**config.mk**
```make
export PLATFORM = sky130hd
export DESIGN_NAME = breakpoint_address_table_core
export DESIGN_NICKNAME = d
export VERILOG_FILES = /design/src/hdl/bat_pkg.sv /design/src/hdl/bat_cell.sv /design/src/hdl/breakpoint_address_table_core.sv
export SDC_FILE = /design/constraint.sdc
export NUM_CORES = 1
export LEC_CHECK = 0
export BUFFER_PORTS_ARGS = -buffer_cell sky130_fd_sc_hd__buf_2
export CORE_AREA = 2 2 197 295
export DETAILED_ROUTE_END_ITERATION = 16
export DIE_AREA = 0 0 199 297
export GPL_TIMING_DRIVEN = 0
export PLACE_DENSITY = 0.44
export SYNTH_ARGS = -nofsm -noshare
export SYNTH_HDL_FRONTEND = slang
export SYNTH_SLANG_ARGS = --single-unit
```
**constraint.sdc**
```tcl
create_clock -name clock -period 11.3 [get_ports clock]
set_input_delay 2.26 -clock clock [delete_from_list [all_inputs] [get_ports clock]]
set_output_delay 2.26 -clock clock [all_outputs]
set_load 0.005 [all_outputs]
```
**src/hdl/bat_pkg.sv**
```systemverilog
// Shared operation codes, status codes and cell control type of the breakpoint table.
package bat_pkg;

   localparam int TABLE_DEPTH_DEFAULT = 16;
   localparam int FUNC_W   = 2;
   localparam int ADDR_W   = 16;
   localparam int STATUS_W = 2;
   localparam int COUNT_W  = 5;

   localparam logic [FUNC_W-1:0] FUNC_LOOKUP = 2'd0;
   localparam logic [FUNC_W-1:0] FUNC_ADD    = 2'd1;
   localparam logic [FUNC_W-1:0] FUNC_REMOVE = 2'd2;

   localparam logic [STATUS_W-1:0] STATUS_OK       = 2'd0;
   localparam logic [STATUS_W-1:0] STATUS_FULL     = 2'd1;
   localparam logic [STATUS_W-1:0] STATUS_NOTFOUND = 2'd2;

   // Operation broadcast to every cell in the row.
   typedef struct packed {
      logic              exec;
      logic              do_add;
      logic              do_remove;
      logic [ADDR_W-1:0] addr;
   } cell_ctrl_type;

endpackage

```
**src/hdl/bat_cell.sv**
```systemverilog
// One table cell: holds one entry, compares it, and shifts from its upper neighbor.
module bat_cell #(
   parameter int TABLE_DEPTH = bat_pkg::TABLE_DEPTH_DEFAULT,
   parameter int CELL_INDEX  = 0,
   parameter int CNT_W       = $clog2(TABLE_DEPTH + 1)
) (
   input  logic                        clock,
   input  bat_pkg::cell_ctrl_type      ctrl,
   input  logic [CNT_W-1:0]            count,
   input  logic                        match_in,
   input  logic [bat_pkg::ADDR_W-1:0]  next_entry,
   output logic                        match_out,
   output logic [bat_pkg::ADDR_W-1:0]  entry
);

   logic [bat_pkg::ADDR_W-1:0] entry_ff, entry_in;
   logic valid;
   logic shift_ok;

   assign valid     = CNT_W'(CELL_INDEX) < count;
   assign shift_ok  = CNT_W'(CELL_INDEX + 1) < count;
   // The match token ripples upward: it is set from the first matching cell on.
   assign match_out = match_in | (valid && (entry_ff == ctrl.addr));
   assign entry     = entry_ff;

   always_comb begin
      entry_in = entry_ff;
      if (ctrl.exec && ctrl.do_add && (count == CNT_W'(CELL_INDEX))) begin
         entry_in = ctrl.addr;
      end else if (ctrl.exec && ctrl.do_remove && match_out && shift_ok) begin
         entry_in = next_entry;
      end
   end

   always_ff @(posedge clock) begin
      entry_ff <= entry_in;
   end

endmodule

```
**src/hdl/breakpoint_address_table_core.sv**
```systemverilog
// Top level of the breakpoint address table: request capture, cell row and result register.
//
// The block keeps an ordered list of up to TABLE_DEPTH 16-bit breakpoint addresses in a
// row of cells, one entry per cell. A request beat is captured in the request registers
// and executed once the result register is free, when every cell compares its entry with
// the address at once and a match token ripples up the row to find the first hit. A lookup
// only reports; an add writes the cell at the current count; a remove makes every cell
// from the first hit upward take the entry of its upper neighbor, which closes the gap and
// keeps the order. The result beat is registered when the item executes and offered on the
// rsp_ channel. The block holds one item at a time, so it takes no new request beat until
// the captured one has executed; a result beat that is not taken holds the next item in
// the execute stage until the result register frees. Operation code 3 behaves as a lookup.
// After reset the table is empty and entries are valid only below the count, so no
// clearing pass is needed. With TABLE_DEPTH above 31 the reported entry count is the
// count masked to five bits.
module breakpoint_address_table_core #(
   parameter int TABLE_DEPTH = bat_pkg::TABLE_DEPTH_DEFAULT
) (
   input  logic                          clock,
   input  logic                          reset,
   input  logic                          req_valid,
   output logic                          req_ready,
   input  logic [bat_pkg::FUNC_W-1:0]    req_func,
   input  logic [bat_pkg::ADDR_W-1:0]    req_addr,
   output logic                          rsp_valid,
   input  logic                          rsp_ready,
   output logic                          rsp_hit,
   output logic [bat_pkg::STATUS_W-1:0]  rsp_status,
   output logic [bat_pkg::COUNT_W-1:0]   rsp_entry_count
);

   localparam int CNT_W = $clog2(TABLE_DEPTH + 1);

   // Captured request, waiting for the execute cycle.
   logic                       busy_ff;
   logic [bat_pkg::FUNC_W-1:0] func_ff;
   logic [bat_pkg::ADDR_W-1:0] addr_ff;

   logic [CNT_W-1:0] count_ff, count_in;

   // Result register.
   logic                         rsp_valid_ff;
   logic                         hit_ff;
   logic [bat_pkg::STATUS_W-1:0] status_ff, status_in;

   logic exec;
   logic found;
   logic full;
   bat_pkg::cell_ctrl_type ctrl;

   logic [TABLE_DEPTH:0]        match_chain;
   logic [bat_pkg::ADDR_W-1:0]  entry_bus [TABLE_DEPTH];

   assign req_ready = !busy_ff;
   // The captured item executes once the result register is free or being emptied.
   assign exec      = busy_ff && (!rsp_valid_ff || rsp_ready);
   assign full      = count_ff == CNT_W'(TABLE_DEPTH);
   assign found     = match_chain[TABLE_DEPTH];

   assign ctrl.exec      = exec;
   assign ctrl.do_add    = (func_ff == bat_pkg::FUNC_ADD);
   assign ctrl.do_remove = (func_ff == bat_pkg::FUNC_REMOVE);
   assign ctrl.addr      = addr_ff;

   assign match_chain[0] = 1'b0;

   // The row of cells. Each cell passes the match token up and its entry down.
   for (genvar k = 0; k < TABLE_DEPTH; k++) begin : g_cell
      logic [bat_pkg::ADDR_W-1:0] next_entry;
      if (k == TABLE_DEPTH - 1) begin : g_top
         assign next_entry = entry_bus[k];
      end else begin : g_mid
         assign next_entry = entry_bus[k + 1];
      end
      bat_cell #(
         .TABLE_DEPTH (TABLE_DEPTH),
         .CELL_INDEX  (k),
         .CNT_W       (CNT_W)
      ) u_cell (
         .clock      (clock),
         .ctrl       (ctrl),
         .count      (count_ff),
         .match_in   (match_chain[k]),
         .next_entry (next_entry),
         .match_out  (match_chain[k + 1]),
         .entry      (entry_bus[k])
      );
   end

   // Count update and status for the item in the execute cycle.
   always_comb begin
      count_in  = count_ff;
      status_in = bat_pkg::STATUS_OK;
      case (func_ff)
         bat_pkg::FUNC_ADD: begin
            if (full) begin
               status_in = bat_pkg::STATUS_FULL;
            end else begin
               count_in = count_ff + CNT_W'(1);
            end
         end
         bat_pkg::FUNC_REMOVE: begin
            if (found) begin
               count_in = count_ff - CNT_W'(1);
            end else begin
               status_in = bat_pkg::STATUS_NOTFOUND;
            end
         end
         default: begin
            count_in  = count_ff;
            status_in = bat_pkg::STATUS_OK;
         end
      endcase
   end

   always_ff @(posedge clock) begin
      if (reset) begin
         busy_ff      <= 1'b0;
         count_ff     <= '0;
         rsp_valid_ff <= 1'b0;
      end else begin
         if (req_valid && req_ready) begin
            busy_ff <= 1'b1;
         end else if (exec) begin
            busy_ff <= 1'b0;
         end
         if (exec) begin
            count_ff     <= count_in;
            rsp_valid_ff <= 1'b1;
         end else if (rsp_ready) begin
            rsp_valid_ff <= 1'b0;
         end
      end
   end

   // Payload registers carry no reset.
   always_ff @(posedge clock) begin
      if (req_valid && req_ready) begin
         func_ff <= req_func;
         addr_ff <= req_addr;
      end
      if (exec) begin
         hit_ff    <= found;
         status_ff <= status_in;
      end
   end

   assign rsp_valid       = rsp_valid_ff;
   assign rsp_hit         = hit_ff;
   assign rsp_status      = status_ff;
   assign rsp_entry_count = bat_pkg::COUNT_W'(count_ff);

`ifndef SYNTHESIS
   a_count_bound: assert property (@(posedge clock) disable iff (reset)
      count_ff <= CNT_W'(TABLE_DEPTH))
      else $error("entry count above table depth");

   a_add_grows: assert property (@(posedge clock) disable iff (reset)
      exec && ctrl.do_add && !full |=> count_ff == $past(count_ff) + CNT_W'(1))
      else $error("add did not grow the table");

   a_remove_shrinks: assert property (@(posedge clock) disable iff (reset)
      exec && ctrl.do_remove && found |=> count_ff == $past(count_ff) - CNT_W'(1))
      else $error("remove did not shrink the table");

   a_full_status: assert property (@(posedge clock) disable iff (reset)
      rsp_valid_ff && status_ff == bat_pkg::STATUS_FULL |-> full)
      else $error("full status reported on a table that is not full");

   a_notfound_nohit: assert property (@(posedge clock) disable iff (reset)
      rsp_valid_ff && status_ff == bat_pkg::STATUS_NOTFOUND |-> !hit_ff)
      else $error("not-found status reported together with a hit");
`endif

endmodule

```
==> flow_metrics.tcl <==
set metrics [dict create \
    cts_sinks 284 \
    vdd_drop_max_mv 0.0987 \
    grt_pass1_wl_um 89300 \
    cp-start-kind "input pin" \
    h-tree-depth 1 \
    worst_slack_ns 6.12 \
    netlist_instances 1279 \
    worst-setup-path-type "input pin to flip-flop" \
    dp_cells 2079 \
    ys_seq_area_frac 0.520 \
    p_leak_nw 5.87 \
    grt_max_degree 17 \
    start_util 0.287 \
    root_buffer "clkbuf_16" \
    holdWs_ns 0.538 \
    route.detailed.drc 0 \
    routed_wl_um 65300 \
    gp_congestion 0.906 \
    ff2ff_path_depth 10 \
    r2r-end "g_cell[10].u_cell.entry[7]$_DFFE_PP_" \
    critical_path_arrival_ns 5.46 \
    synth-edff-count 277 \
    drive_gt1_frac 0.280 \
    syn_avg_cell_area_um2 12.7 \
    cp-end-kind "flip-flop" \
    clkTransAtPathRegs_ns 0.07 \
    status "finished, final reports clean" \
    critPathMaxFanout 10 \
    insertion_delay_ns 0.60 \
    cts_resized 0 \
    instances_no_fill 2137 \
    holdPathEnd "g_cell[15].u_cell.entry[14]$_DFFE_PP_" \
    hpwl_um 46700 \
    synth_flop_cell "edfxtp_1" \
    fin_util 0.327 \
    async_reset_ff_frac 0 \
    wl_per_cell_um 30.5 \
    slew_headroom 0.0728 \
    drtPass1Iterations 7 \
    period_minus_slack_ns 5.18 \
    io_buffer_count 31 \
    r2r-start "addr_ff[14]$_DFFE_PP_" \
    track_usage 0.219 \
    place_area_um2 17500 \
    core_area_um2 56600 \
    hold_path.class "flip-flop to flip-flop" \
    worst_pin_slew_ns 1.39 \
    syn-cell-area_um2 16300 \
    io_pins 32 \
    cts_hold_buf 0 \
    cts_buffer_depth 3 \
    finalSetupTns_ns 0 \
    die_w_um 199 \
    fin_crit_sh 0.459 \
    ys_ff_latch 284 \
    powerDensity_nw_per_um2 139 \
    hold_viol 0 \
    rsz0062_at_grt "no" \
    min_from "addr_ff[14]$_DFFE_PP_" \
    setup-violations-final 0 \
    overflow 0 \
    ant_nets 0 \
    areaGrowthSynthToFinish_pct 13.7 \
    whs_path_depth 0 \
    dieArea_um2 59100 \
    rows 107 \
    detailedPlace.worstSlack_ns 5.57 \
    total_power_mw 2.57 \
    maxCapViolCount 0 \
    r2r_slack_ns 6.34 \
    ys_types 56 \
    post-cts-setup-buffers 0 \
    cts_inserted_buffers 30 \
    vias 11336 \
    drt-initial-drc-count 1010 \
    nets 1377 \
    grt_pass1_vias 11693 \
    stdcell_area_um2 18500 \
    die_y_um 297 \
    drv_slew 0 \
    ys_warn_count 0 \
    via_per_inst 5.30 \
    synth_fp_nets 1308 \
    cts_tree "done" \
    fin_skew_ns 0.0374 \
    max_freq_mhz 193 \
    critPathRequiredTime_ns 11.58 \
    antenna_found_initial 4 \
]
==> where the power goes <==
group | switching [mW] | internal, mW
clock network | 0.441 | 0.586
logic | 0.273 | 0.0969
registers | 0.0198 | 1.16
==> cell usage in the layout, fill, tap and decap left out, drive strengths merged, types with 3 or more instances in the layout <==
master,instances
diode,3
a311oi,4
nand4,57
a21oi,11
o311ai,6
and3,5
nor2,44
bufinv,4
clkinv,17
nor4,52
nand3,28
nand2b,5
nor3b,4
or4,12
xnor2,129
or3,7
dfxtp,7
edfxtp,277
nor4b,7
o2111ai,3
o31ai,7
nor2b,5
buf,82
and2,5
or2,6
ha,7
o22ai,5
o21ai,8
clkbuf,86
nand2,50
xor2,129
a22oi,4
nor3,23
mux2,240
inv,9
==> worst max path at each step <==
stage,slack (ns),cells after the start,startpoint,to
2_1_floorplan,6.36,8,rsp_ready,g_cell[11].u_cell.entry[0]$_DFFE_PP_
3_3_place_gp,5.02,6,rsp_ready,g_cell[6].u_cell.entry[8]$_DFFE_PP_
3_5_place_dp,5.57,10,rsp_ready,g_cell[3].u_cell.entry[12]$_DFFE_PP_
4_1_cts,6.16,10,rsp_ready,g_cell[3].u_cell.entry[12]$_DFFE_PP_
5_1_grt,5.92,10,rsp_ready,g_cell[3].u_cell.entry[8]$_DFFE_PP_
6_report,6.12,10,rsp_ready,g_cell[3].u_cell.entry[8]$_DFFE_PP_
==> kinds of logic (layout without fill, tap and decap cells) <==
kind of cell / after synthesis / after routing / share of synthesized area
AOI/OAI and AO/OA: 62 / 62 / 0.0286
xor gates and xnor gates: 258 / 258 / 0.139
adders and majority gates: 7 / 7 / 0.00539
buffers and inverters: 106 / 198 / 0.0302
DFF: 284 / 284 / 0.520
muxes: 240 / 240 / 0.166
other: 0 / 3 / 0
and+or+nand+nor: 322 / 322 / 0.110
==> routing by layer <==
layer	track usage	wire length [µm]	share of wire	vias to the layer above
li1	-	-	-	4930
met1	0.258	25000	0.38	5705
met2	0.377	32300	0.50	525
met3	0.0224	3140	0.048	176
met4	0.141	4820	0.074	0
met5	0	0	0	-
==> cell type report <==
type	instances	area (µm²)
antenna	3	7.51
buffer	98	460
clock buffer	33	783
clock inverter	22	203
fill	5579	38100
inverter	8	30.0
multi-input combinational	889	7350
sequential	284	8460
tap	763	955
timing repair buffer	37	239
==> cell usage after synthesis (5+ instances only) <==
library cell	n	share of area
xnor2_1	129	0.069
nand2_1	50	0.012
nand4_1	57	0.022
and3_1	5	0.0019
nor4_1	52	0.020
nor2_1	44	0.010
inv_1	8	0.0018
nand3_1	28	0.0086
buf_2	26	0.0080
or4_1	12	0.0055
buf_4	16	0.0074
o31ai_1	7	0.0032
or3_1	7	0.0027
a21oi_1	11	0.0034
edfxtp_1	277	0.51
o21ai_0	8	0.0025
xor2_1	129	0.069
clkbuf_1	53	0.012
dfxtp_1	7	0.0086
nor4b_1	7	0.0038
or2_2	5	0.0019
nand2b_1	5	0.0019
nor2b_1	5	0.0019
nor3_1	23	0.0071
o22ai_1	5	0.0019
mux2_2	240	0.17
ha_1	7	0.0054
==> sequential cells by signal, summed over array words and instances, names as in the netlist <==
| name | count |
|---|---|
| rsp_entry_count | 5 |
| g_cell.u_cell.entry | 256 |
| busy_ff | 1 |
| func_ff | 2 |
| rsp_valid | 1 |
| rsp_status | 2 |
| addr_ff | 16 |
| rsp_hit | 1 |
==> worst max-delay path, stage by stage <==
cell      delay, ns
buf_2          0.07
nand2b_1       0.16
nand3_1        0.11
nor2_1         0.49
nand3_1        0.27
nor3_1         0.97
clkbuf_1       0.52
inv_1          0.12
o31ai_2        0.22
buf_6          0.24
No activity file was read; power rests on OpenSTA's default activity.
